<file path="config.mk">
export PLATFORM = sky130hd
export DESIGN_NAME = joystick_frame_parser_core
export DESIGN_NICKNAME = d
export VERILOG_FILES = /design/src/jfp_pkg.sv /design/src/jfp_axis_decode.sv /design/src/joystick_frame_parser_core.sv
export SDC_FILE = /design/constraint.sdc
export NUM_CORES = 1
export LEC_CHECK = 0
export ABC_AREA = 1
export BUFFER_PORTS_ARGS = -buffer_cell sky130_fd_sc_hd__buf_2
export CORE_ASPECT_RATIO = 2
export CORE_UTILIZATION = 60
export DETAILED_ROUTE_END_ITERATION = 8
export GPL_ROUTABILITY_DRIVEN = 0
export PLACE_DENSITY = 0.79
export SLEW_MARGIN = 0
export SYNTH_ARGS = -nofsm -noshare
export SYNTH_HDL_FRONTEND = slang
export SYNTH_SLANG_ARGS = --single-unit
</file>
<file path="constraint.sdc">
create_clock -name clk -period 15.9 [get_ports clk]
set_input_delay 3.18 -clock clk [delete_from_list [all_inputs] [get_ports clk]]
set_output_delay 3.18 -clock clk [all_outputs]
set_load 0.005 [all_outputs]
</file>
<file path="src/jfp_pkg.sv">
// shared constants, codes and types of the joystick frame parser
`timescale 1ns / 1ps

package jfp_pkg;

	localparam int BUTTON_COUNT = 6;
	localparam int FRAME_BYTES  = 6;
	localparam int RX_W         = 8;
	localparam int CHAR_W       = 7;
	localparam int POS_W        = 3;
	localparam int OUT_TDATA_W  = 32;

	localparam logic [RX_W-1:0]   SYM_STX   = 8'h02;
	localparam logic [RX_W-1:0]   SYM_ETX   = 8'h03;
	localparam logic [CHAR_W-1:0] CHAR_A    = 7'h41;
	localparam logic [POS_W-1:0]  POS_FIRST = 3'd1;
	localparam logic [POS_W-1:0]  POS_BTN   = 3'd2;
	localparam logic [POS_W-1:0]  POS_LAST  = 3'd7;

	localparam logic signed [15:0] DIGIT_ZERO  = 16'sd48;
	localparam logic signed [15:0] AXIS_OFFSET = 16'sd200;
	localparam logic signed [15:0] AXIS_LIMIT  = 16'sd100;

	typedef enum logic [1:0] {
		EV_BUTTON = 2'd0,
		EV_PADDLE = 2'd1,
		EV_ERROR  = 2'd2
	} event_kind_t;

	typedef struct packed {
		logic [5:0]        button_states;
		logic signed [7:0] y_position;
		logic signed [7:0] x_position;
		logic              button_down;
		logic [2:0]        button_index;
		event_kind_t       event_kind;
	} result_t;

endpackage

</file>
<file path="src/jfp_axis_decode.sv">
// decodes one paddle axis from three ascii digits and checks its range
`timescale 1ns / 1ps

module jfp_axis_decode
	import jfp_pkg::*;
(
	input  logic [CHAR_W-1:0] hundreds,
	input  logic [CHAR_W-1:0] tens,
	input  logic [CHAR_W-1:0] ones,
	output logic signed [7:0] axis_value,
	output logic              axis_ok
);

	logic signed [15:0] d_hundreds;
	logic signed [15:0] d_tens;
	logic signed [15:0] d_ones;
	logic signed [15:0] sum;

	assign d_hundreds = $signed(16'(hundreds)) - DIGIT_ZERO;
	assign d_tens     = $signed(16'(tens)) - DIGIT_ZERO;
	assign d_ones     = $signed(16'(ones)) - DIGIT_ZERO;

	assign sum = d_hundreds * 16'sd100 + d_tens * 16'sd10 + d_ones - AXIS_OFFSET;

	assign axis_value = sum[7:0];
	assign axis_ok    = (sum >= -AXIS_LIMIT) && (sum <= AXIS_LIMIT);

endmodule

</file>
<file path="src/joystick_frame_parser_core.sv">
// top level of the joystick frame parser: byte stream in, joystick events out
//
// s_axis carries received serial bytes, one per transaction, in tdata[7:0].
// m_axis carries one event per transaction, its kind in tuser and the event
// fields in tdata; bytes that end no frame, or end a button frame with an
// unknown letter, give no event.
// a byte enters an input register, is decoded against the frame state from
// there, and any event it ends is written to the output register. one byte
// per cycle is sustained while m_axis_tready is high; the frame state update
// is a single short step.
// while the output register holds an event that is not taken, the input
// register still takes one more byte, then s_axis_tready drops until the
// event leaves. nothing is lost or repeated under a stall.
// reset clears the frame state to idle, releases all buttons and empties both
// registers; stored frame characters are always rewritten before use.
`timescale 1ns / 1ps

module joystick_frame_parser_core
	import jfp_pkg::*;
(
	input  logic                   clk,
	input  logic                   arst_n,
	input  logic                   s_axis_tvalid,
	output logic                   s_axis_tready,
	input  logic [RX_W-1:0]        s_axis_tdata,  // [7:0] rx_byte
	output logic                   m_axis_tvalid,
	input  logic                   m_axis_tready,
	// [2:0] button_index, [3] button_down, [11:4] x_position,
	// [19:12] y_position, [25:20] button_states, rest zero
	output logic [OUT_TDATA_W-1:0] m_axis_tdata,
	output logic [1:0]             m_axis_tuser   // [1:0] event_kind
);

	logic                    valid_s1;
	logic [RX_W-1:0]         byte_s1;
	logic                    advance;

	logic                    in_frame_q;
	logic [POS_W-1:0]        pos_q;
	logic [CHAR_W-1:0]       chars_q [FRAME_BYTES];
	logic [BUTTON_COUNT-1:0] flags_q;

	logic                    out_valid_q;
	result_t                 out_q;

	logic                    in_frame_d;
	logic [POS_W-1:0]        pos_d;
	logic [BUTTON_COUNT-1:0] flags_d;
	logic                    emit;
	result_t                 res;
	logic                    store;
	logic [POS_W-1:0]        pos_eff;
	logic [POS_W-1:0]        store_idx;

	logic [CHAR_W-1:0]       letter_off;
	logic                    letter_ok;
	logic [2:0]              btn_idx;
	logic                    btn_down;

	logic signed [7:0]       x_val;
	logic signed [7:0]       y_val;
	logic                    x_ok;
	logic                    y_ok;

	jfp_axis_decode u_axis_x (
		.hundreds   (chars_q[0]),
		.tens       (chars_q[1]),
		.ones       (chars_q[2]),
		.axis_value (x_val),
		.axis_ok    (x_ok)
	);

	jfp_axis_decode u_axis_y (
		.hundreds   (chars_q[3]),
		.tens       (chars_q[4]),
		.ones       (chars_q[5]),
		.axis_value (y_val),
		.axis_ok    (y_ok)
	);

	assign advance       = valid_s1 && (!out_valid_q || m_axis_tready);
	assign s_axis_tready = !valid_s1 || advance;

	assign letter_off = chars_q[0] - CHAR_A;
	assign letter_ok  = (chars_q[0] >= CHAR_A) &&
	                    (letter_off < CHAR_W'(2 * BUTTON_COUNT));
	assign btn_idx    = letter_off[3:1];
	assign btn_down   = !letter_off[0];

	assign pos_eff   = (pos_q == '0) ? POS_FIRST : pos_q;
	assign store_idx = pos_eff - POS_FIRST;

	always_comb begin
		in_frame_d = in_frame_q;
		pos_d      = pos_q;
		flags_d    = flags_q;
		emit       = 1'b0;
		store      = 1'b0;
		res        = '0;
		if (!in_frame_q) begin
			if (byte_s1 == SYM_STX) begin
				in_frame_d = 1'b1;
				pos_d      = POS_FIRST;
			end
		end else if (byte_s1[RX_W-1]) begin
			in_frame_d     = 1'b0;
			pos_d          = '0;
			emit           = 1'b1;
			res.event_kind = EV_ERROR;
		end else if (byte_s1 == SYM_ETX && pos_eff == POS_BTN) begin
			in_frame_d = 1'b0;
			pos_d      = '0;
			if (letter_ok) begin
				for (int i = 0; i < BUTTON_COUNT; i++) begin
					if (btn_idx == 3'(i)) begin
						flags_d[i] = btn_down;
					end
				end
				emit             = 1'b1;
				res.event_kind   = EV_BUTTON;
				res.button_index = btn_idx;
				res.button_down  = btn_down;
			end
		end else if (pos_eff == POS_LAST) begin
			in_frame_d = 1'b0;
			pos_d      = '0;
			emit       = 1'b1;
			if (byte_s1 == SYM_ETX && x_ok && y_ok) begin
				res.event_kind = EV_PADDLE;
				res.x_position = x_val;
				res.y_position = y_val;
			end else begin
				res.event_kind = EV_ERROR;
			end
		end else begin
			store = 1'b1;
			pos_d = pos_eff + POS_FIRST;
		end
		res.button_states = 6'(flags_d);
	end

	always_ff @(posedge clk or negedge arst_n) begin
		if (!arst_n) begin
			valid_s1    <= 1'b0;
			in_frame_q  <= 1'b0;
			pos_q       <= '0;
			flags_q     <= '0;
			out_valid_q <= 1'b0;
		end else begin
			if (s_axis_tready) begin
				valid_s1 <= s_axis_tvalid;
			end
			if (advance) begin
				in_frame_q <= in_frame_d;
				pos_q      <= pos_d;
				flags_q    <= flags_d;
			end
			if (advance) begin
				out_valid_q <= emit;
			end else if (m_axis_tready) begin
				out_valid_q <= 1'b0;
			end
		end
	end

	always_ff @(posedge clk) begin
		if (s_axis_tready && s_axis_tvalid) begin
			byte_s1 <= s_axis_tdata;
		end
		if (advance && store) begin
			chars_q[store_idx] <= byte_s1[CHAR_W-1:0];
		end
		if (advance && emit) begin
			out_q <= res;
		end
	end

	assign m_axis_tvalid = out_valid_q;
	assign m_axis_tuser  = out_q.event_kind;
	assign m_axis_tdata  = OUT_TDATA_W'({out_q.button_states, out_q.y_position,
	                                     out_q.x_position, out_q.button_down,
	                                     out_q.button_index});

endmodule

</file>
# Word-level counts from Yosys, hierarchy flattened
# Memory sizes are Yosys's and may differ from the RTL's.
# Cells that the tools add are included.
word_totals:
  ff_bits: 48
  ram_bits: 42
  n_memories: 1
  in_bits: 12
  elab_cells: 111
classes:
  n_mul: 4
  n_bitwise: 5
  n_lt_le_gt_ge: 6
  reduce_logical: 23
  n_mux: 35
  eq_ne: 9
  add_sub_neg: 15
mem_list:
  columns: ["memory", "words", "word_bits", "rd", "rd_clocked_by_memory_dff", "wr", "line", "text"]
  rows:
  - ["chars_q", 6, 7, 6, 0, 1, "joystick_frame_parser_core.sv:40", "logic [CHAR_W-1:0] chars_q [FRAME_BYTES];"]
op_table:
  columns: ["cell", "count"]
  rows:
  - ["$add A16 B16 Y16", 4]
  - ["$sub A7 B6 Y8 const B", 6]
  - ["$ge A16 B8 Y1 const B", 2]
  - ["$le A16 B8 Y1 const B", 2]
  - ["$mul A16 B4 Y15 const B", 2]
  - ["$mul A16 B6 Y14 const B", 2]
  - ["$sub A16 B9 Y16 const B", 2]
  - ["$mux W6", 4]
  - ["$mux W1", 21]
  - ["$mux W3", 6]
  - ["$eq A8 B2 Y1 const B", 2]
  - ["$logic_and A1 B1 Y1", 10]
  - ["$eq A3 B2 Y1 const B", 3]
  - ["$eq A3 B3 Y1 const B", 3]
  - ["$mux W2", 4]
  - ["$ge A7 B7 Y1 const B", 1]
  - ["$lt A7 B4 Y1 const B", 1]
  - ["$sub A7 B7 Y7 const B", 1]
  - ["$logic_not A3 Y1", 2]
  - ["$not A1 Y1", 5]
  - ["$reduce_or A5 Y1", 1]
  - ["$reduce_bool A2 Y1", 2]
  - ["$reduce_or A4 Y1", 1]
  - ["$add A3 B1 Y3 const B", 1]
  - ["other kinds (6)", 9]

# Longest topological paths before layout
# Gate-level depths: netlist of the first run.
# An unclocked memory read counts as a cell.
depth:
  ltp_word: 14
  depth_mapped: 32
  depth_no_buf: 31

# Cells and area by module
# A second synthesis of the first run with hierarchy kept.
unflattened:
  cells_unflattened: 1080
  area_unflattened_um2: 9057.4
by_module_without_submodules:
  columns: ["module", "cells_each", "area_each_um2", "instances"]
  rows:
  - ["joystick_frame_parser_core", 322, 3863.7, 1]
  - ["jfp_axis_decode at u_axis_y", 384, 2598.7, 1]
  - ["jfp_axis_decode at u_axis_x", 374, 2595.0, 1]

# Worst setup path before layout of the first run
# Ideal clock, no wire load.
synth_timing:
  path_type: "input port to output port"
  startpoint: "input m_axis_tready"
  endpoint: "output s_axis_tready"
  path_slack_ns: 9.391
  path_stages: 2
  arrival_time_ns: 3.329
  path_buffers: 0
  required_ns: 12.720
  cell_sequence: "inv_1 -> nand3_1"
synth_via:
  elab_chain_len: 3
synth_lines:
  columns: ["item", "line", "text"]
  rows:
  - ["from (decl)", "joystick_frame_parser_core.sv:27", "input logic m_axis_tready,"]
  - ["$logic_or A1 B1 Y1", "joystick_frame_parser_core.sv:81", "assign advance = valid_s1 && (!out_valid_q || m_axis_tready);"]
  - ["$logic_and A1 B1 Y1", "joystick_frame_parser_core.sv:81", null]
  - ["$logic_or A1 B1 Y1", "joystick_frame_parser_core.sv:82", "assign s_axis_tready = !valid_s1 || advance;"]
  - ["to (decl)", "joystick_frame_parser_core.sv:24", "output logic s_axis_tready,"]
# No other way between the ends.

# Worst setup path after layout of the first run
# Ends and elaborated chain as after synthesis.

==> results of run 1 <==
## area by class of cell
type                            instances  area (µm²)
Inverter                              195         732
Tap cell                              192         240
Fill cell                            1238        4810
Timing Repair Buffer                   42         213
Multi-Input combinational cell        729        5310
Clock buffer                           10         229
Clock inverter                          6        96.3
Sequential cell                        90        2640
## layer usage
metal | part of all wire | routed length, µm | vias up
met5 | 0 | 0 | -
met4 | 0.078 | 1440 | 0
met3 | 0.022 | 403 | 80
met2 | 0.58 | 10800 | 126
met1 | 0.32 | 5900 | 3160
li1 | - | - | 3387
## power by group through the flow
stage	sequential (mW)	combinational [mW]	clock, mW
2_1_floorplan	0.293	0.933	0
3_3_place_gp	0.297	1.17	0
3_5_place_dp	0.298	1.20	0
4_1_cts	0.293	1.21	0.234
5_1_grt	0.295	1.39	0.242
6_report	0.293	1.20	0.232
## per-stage QoR
step	hold WS (ns)	setup WS, ns	area [µm²]	instances	total power, mW
floorplan	0.453	9.39	8740	1023	1.23
global placement	0.466	9.16	9130	1248	1.47
detailed placement	0.479	9.14	9130	1248	1.50
CTS	0.495	9.14	9460	1264	1.74
global route	0.539	9.08	9460	1264	1.93
finish	0.495	9.14	9460	1264	1.72
## cell usage after synthesis, drive strengths merged
| library cell | number |
|---|---|
| nand2 | 223 |
| inv | 195 |
| ha | 144 |
| nor2 | 81 |
| edfxtp | 78 |
| nand3 | 73 |
| fa | 41 |
| a21oi | 34 |
| o21ai | 27 |
| xnor2 | 26 |
| xor2 | 26 |
| nand4 | 15 |
| dfrtp | 12 |
| buf | 7 |
| nand3b | 6 |
| nor3 | 5 |
| o21bai | 5 |
| a21o | 3 |
| a31oi | 3 |
| o22ai | 3 |
| clkbuf | 2 |
| or2 | 2 |
| a21boi | 1 |
| a31o | 1 |
| conb | 1 |
| mux2i | 1 |
| o211a | 1 |
| o21a | 1 |
| o31ai | 1 |
## cells by family after synthesis
family	Yosys count	synth area share
and+or+nand+nor	405	0.198
buffers and inverters	204	0.0912
adders and majority gates	185	0.301
DFF	90	0.303
AOI/OAI and AO/OA	80	0.0531
xor gates and xnor gates	52	0.0522
other	1	0.000430
muxes	1	0.00115
## final timing paths
check                                                end               startpoint  depth (start not counted)  slack, ns
hold / removal                    flags_q[5]$_DFFE_PN0P_   flags_q[5]$_DFFE_PN0P_                          2       0.49
hold reg to reg                   flags_q[5]$_DFFE_PN0P_   flags_q[5]$_DFFE_PN0P_                          2       0.49
min in group asynchronous         flags_q[5]$_DFFE_PN0P_                   arst_n                          1       2.71
max in group asynchronous         flags_q[3]$_DFFE_PN0P_                   arst_n                          1      12.95
setup reg to reg           m_axis_tdata[9]$_SDFFCE_PP0P_  chars_q[0][4]$_DFFE_PP_                         26       9.59
setup / recovery                           s_axis_tready            m_axis_tready                          4       9.14
## flip-flops by register name, indices dropped and copies added, names as in the netlist
register       cells
flags_q            6
m_axis_tvalid      1
pos_q              3
m_axis_tdata      26
m_axis_tuser       2
chars_q           42
valid_s1           1
in_frame_q         1
byte_s1            8
## worst register-to-register path: stages, from the launching register on
cell	delay [ns]
edfxtp_1	0.50
ha_1	0.28
xor2_1	0.25
inv_1	0.14
ha_1	0.31
fa_1	0.46
ha_1	0.32
ha_1	0.32
inv_1	0.11
o21bai_1	0.12
xnor2_1	0.32
ha_1	0.32
fa_1	0.51
inv_1	0.04
ha_1	0.34
inv_1	0.09
o21ai_0	0.09
a21oi_1	0.17
nand3_1	0.12
a21oi_1	0.26
nand3b_1	0.17
nand2_1	0.05
nand2_1	0.06
nand3_1	0.11
nor2_2	0.18
nand2_2	0.31
nor2_1	0.19
==> impl_metrics.tcl, run 1 <==
set metrics [dict create \
    cts-hold-fix-buffers 0 \
    relSlewSlack 0.592 \
    clockRootBuffer "clkbuf_16" \
    hold_viol 0 \
    setup_viol 0 \
    grt_max_degree 29 \
    p_clk_frac 0.135 \
    coreArea_um2 14300 \
    overflow 0 \
    comb_power_share 0.695 \
    final_util 0.663 \
    required_ns 12.72 \
    track_usage 0.268 \
    layout-drive-gt1-share 0.0774 \
    skew_ns 0.0124 \
    routed_wl_mm 18.5 \
    outcome "completed" \
    p_int_uw 861 \
    slowest_stage "buf_2" \
    postRouteAntennaNets 0 \
    synthDominantCellAreaShare 0.269 \
    slew_viol_final 0 \
    synth_cells 1018 \
    numCtsBuffers 9 \
    cp-end-kind "output port" \
    yosysSeqAreaShare 0.303 \
    die-width_um 87.3 \
    clock.fmax_mhz 148 \
    die-area_um2 15100 \
    htree_levels 3 \
    post-route-min-period_ns 6.76 \
    clk_pin_slew_ns 0.07 \
    critPathLaunchType "input pin" \
    grt.busiest_layer "met2" \
    final_common_cell "nand2_1" \
    via_count 6753 \
    worst-path-max-fanout 3 \
    post-route-period-util 0.425 \
    cts_buffer_depth 2 \
    clk_latency_ns 0.35 \
    cts_tree "done" \
    cap_violations 0 \
    path_common_cell "buf_2" \
    layout_common_cells "nand2_1, inv_1, ha_1" \
    post_drt_via_cell_ratio 5.34 \
    grt_use_met3 0.0408 \
    met1_usage 0.234 \
    avgSynthCellArea_um2 8.57 \
    nets 1264 \
    slowest_delay_ns 0.15 \
    hold_class "flip-flop to flip-flop" \
    hpwl_mm 15.5 \
    drc 0 \
    n_antenna_cell 0 \
    dr.pass1.iters 5 \
    numPortBuffers 41 \
    ir_drop_mv 0.368 \
    yosysTopAreaCell "edfxtp_1" \
    ctsResizeCount 0 \
    drt_iter0_drc 216 \
    synth-seq-cells 90 \
    die_h_um 173 \
    antenna_found_initial 0 \
    tightestPinTransition_ns 0.607 \
    io_pins 48 \
    postCtsSetupBuffers 0 \
    grt_first_pass_wirelength_mm 30.7 \
    synth_cell_types 36 \
    netlist_area_um2 8720 \
    grt_util_met2 0.509 \
    detail_route.wl_per_cell_um 14.6 \
    arrival_ns 3.58 \
    leakage_nw 4.94 \
    power_frac_seq 0.170 \
    start_util 0.611 \
    p_sw_frac 0.501 \
    syn_to_final_growth_pct 8.43 \
    worst-path-buf-inv 3 \
    ys_warn_count 0 \
    cts_sinks 90 \
    synthTopCellsByArea "edfxtp_1, ha_1, nand2_1, fa_1, inv_1" \
    grt_pass1_vias 6975 \
    worstPathCellList "buf_2 > inv_1 > nand3_1 > buf_2" \
    worstSetupPathType "input pin to output port" \
    crit_family "buffers and inverters" \
    final.setup.tns_ns 0 \
    p_switching_uw 864 \
    p_per_area_nw_per_um2 182 \
    rsz0062_at_grt "false" \
    row_count 62 \
]
No activity file was read; power rests on OpenSTA's default activity.
==> inputs of run 2 (changes only) <==
--- a/config.mk
+++ b/config.mk
@@ -8,10 +8,10 @@
 export ABC_AREA = 1
 export BUFFER_PORTS_ARGS = -buffer_cell sky130_fd_sc_hd__buf_2
 export CORE_ASPECT_RATIO = 2
-export CORE_UTILIZATION = 60
+export CORE_UTILIZATION = 57
 export DETAILED_ROUTE_END_ITERATION = 8
 export GPL_ROUTABILITY_DRIVEN = 0
-export PLACE_DENSITY = 0.79
+export PLACE_DENSITY = 0.78
 export SLEW_MARGIN = 0
 export SYNTH_ARGS = -nofsm -noshare
 export SYNTH_HDL_FRONTEND = slang
==> constraint.sdc (replaced) <==
create_clock -name clk -period 5.9 [get_ports clk]
set_input_delay 1.18 -clock clk [delete_from_list [all_inputs] [get_ports clk]]
set_output_delay 1.18 -clock clk [all_outputs]
set_load 0.005 [all_outputs]
==> impl_metrics.tcl, run 2 (synthesis results as in run 1) <==
set metrics [dict create \
    io_pins 48 \
    comb_power_share 0.733 \
    via_count 6984 \
    layout-drive-gt1-share 0.143 \
    placed_area_um2 9230 \
    p_int_mw 2.49 \
    p_total_mw 5.08 \
    syn_to_final_growth_pct 13.9 \
    cts_tree "done" \
    htree_levels 3 \
    grt_first_pass_wirelength_mm 31.5 \
    post-route-period-util 0.961 \
    p_sw_frac 0.510 \
    numPortBuffers 41 \
    power_frac_seq 0.155 \
    numCtsBuffers 9 \
    cap_violations 0 \
    row_count 63 \
    grt_max_degree 29 \
    track_usage 0.269 \
    top_register "chars_q" \
    fin_ws_ns 0.232 \
    pre_cts_ws_ns -0.0968 \
    post-route-min-period_ns 5.67 \
    coreArea_um2 14900 \
    outcome "completed" \
    wl_met3_um 407 \
    slowest_stage "fa_1" \
    min_from "flags_q[0]$_DFFE_PN0P_" \
    p_switching_mw 2.59 \
    start_util 0.586 \
    arrival_ns 5.88 \
    clk_pin_slew_ns 0.07 \
    routed_wl_mm 20.2 \
    m1WireLength_mm 6.66 \
    final_common_cell "nand2_1" \
    cp-startpoint "chars_q[0][4]$_DFFE_PP_" \
    hpwl_mm 16.3 \
    tightestPinTransition_ns 0.667 \
    leakage_nw 5.09 \
    grt_pass1_vias 7063 \
    antenna_found_initial 0 \
    register_area_um2 2640 \
    dr.pass1.iters 5 \
    worstSetupPathType "flip-flop to flip-flop" \
    nets 1291 \
    reg2reg_from "chars_q[0][4]$_DFFE_PP_" \
    fillers 1188 \
    drt_iter0_drc 330 \
    die-area_um2 15800 \
    die_h_um 177 \
    maxUsedRoutingLayer "met4" \
    worst-path-max-fanout 17 \
    largest_reg_flops 42 \
    clock.fmax_mhz 176 \
    overflow 0 \
    ir_drop_mv 0.906 \
    p_clk_frac 0.112 \
    slowest_delay_ns 0.51 \
    clk_latency_ns 0.36 \
    detail_route.wl_per_cell_um 15.6 \
    cts_buffer_depth 2 \
    clockRootBuffer "clkbuf_16" \
    cp-end-kind "flip-flop" \
    cts_sinks 90 \
    hold_slack_ns 0.490 \
    n_antenna_cell 0 \
    final_area_um2 9940 \
    hold_class "flip-flop to flip-flop" \
    postRouteAntennaNets 0 \
    final_cell_count_no_fill 1294 \
    p_per_area_nw_per_um2 512 \
    layout_common_cells "nand2_1, inv_1, ha_1" \
    slew_viol_final 0 \
    relSlewSlack 0.554 \
    crit_family "adder cells" \
    multiInputGateArea_um2 5580 \
    hold_viol 0 \
    drc 0 \
    post_drt_via_cell_ratio 5.40 \
    required_ns 6.11 \
    dp_cells 1262 \
    setup_viol 0 \
    die-width_um 89.5 \
    worst-path-buf-inv 5 \
    critPathLaunchType "flip-flop" \
    skew_ns 0.00935 \
    met2WireLength_mm 11.8 \
]
## run 2: cell count changes in the layout (fill, tap and decap cells not counted), moves of 3 or more
cell,previous run,this run
a21oi_1,30,25
a21oi_2,4,8
buf_4,1,26
ha_1,144,133
ha_4,0,9
inv_1,194,188
inv_2,1,5
nand2_1,221,217
nand2_2,2,5
nand3_1,71,68
nor2_1,67,58
nor2_2,14,22
xnor2_1,26,23
xnor2_2,0,3
## run 2: path summary, 6_finish.rpt
| check | to | slack [ns] | cells after the start |
|---|---|---|---|
| max | m_axis_tdata[5]$_SDFFCE_PP0P_ | 0.23 | 28 |
| min | flags_q[0]$_DFFE_PN0P_ | 0.49 | 2 |
| max reg2reg | m_axis_tdata[5]$_SDFFCE_PP0P_ | 0.23 | 28 |
| min reg2reg | flags_q[0]$_DFFE_PN0P_ | 0.49 | 2 |
| max in group asynchronous | flags_q[5]$_DFFE_PN0P_ | 4.97 | 1 |
| min in group asynchronous | valid_s1$_DFFE_PN0N_ | 0.69 | 1 |
## run 2: per-layer routing
layer,vias up,global-route usage
met5,-,0
met4,0,0.181
met3,79,0.0368
met2,148,0.521
met1,3320,0.242
li1,3437,-
## run 2: layout make-up
class / instances / share of cell area
multi-input cells: 729 / 0.562
flip-flops and latches: 90 / 0.266
inverters: 195 / 0.0744
repair buffers: 69 / 0.0434
well taps: 195 / 0.0245
clock buffers: 9 / 0.0227
clock inverters: 7 / 0.00730
## run 2: metrics by stage
| step | setup TNS, ns | util |
|---|---|---|
| floorplan | 0 | - |
| global placement | 0 | 0.620 |
| detailed placement | -0.944 | 0.620 |
| CTS | 0 | 0.641 |
| global route | -2.11 | 0.667 |
| finish | 0 | 0.667 |
## run 2: worst min-delay path: cells and delay by family, from the launching register on
family | cells | cell delay [ns]
DFF | 1 | 0.35
and+or+nand+nor | 1 | 0.05
AOI/OAI and AO/OA | 1 | 0.06
## run 2: what timing repair did
action	CTS	global route
endpoints found under the setup margin	18	18
hold buffers	0	0
pin swaps	2	16
buffers inserted	1	15
gates resized for setup	2	55
## run 2: power groups by stage
stage                     Clock (mW)  Combinational [mW]  Sequential (mW)
after floorplan                    0                2.51            0.789
after global placement             0                3.13            0.799
after detailed placement           0                3.21            0.801
after CTS                      0.570                3.25            0.788
after global routing           0.594                4.23            0.793
final                          0.569                3.73            0.789
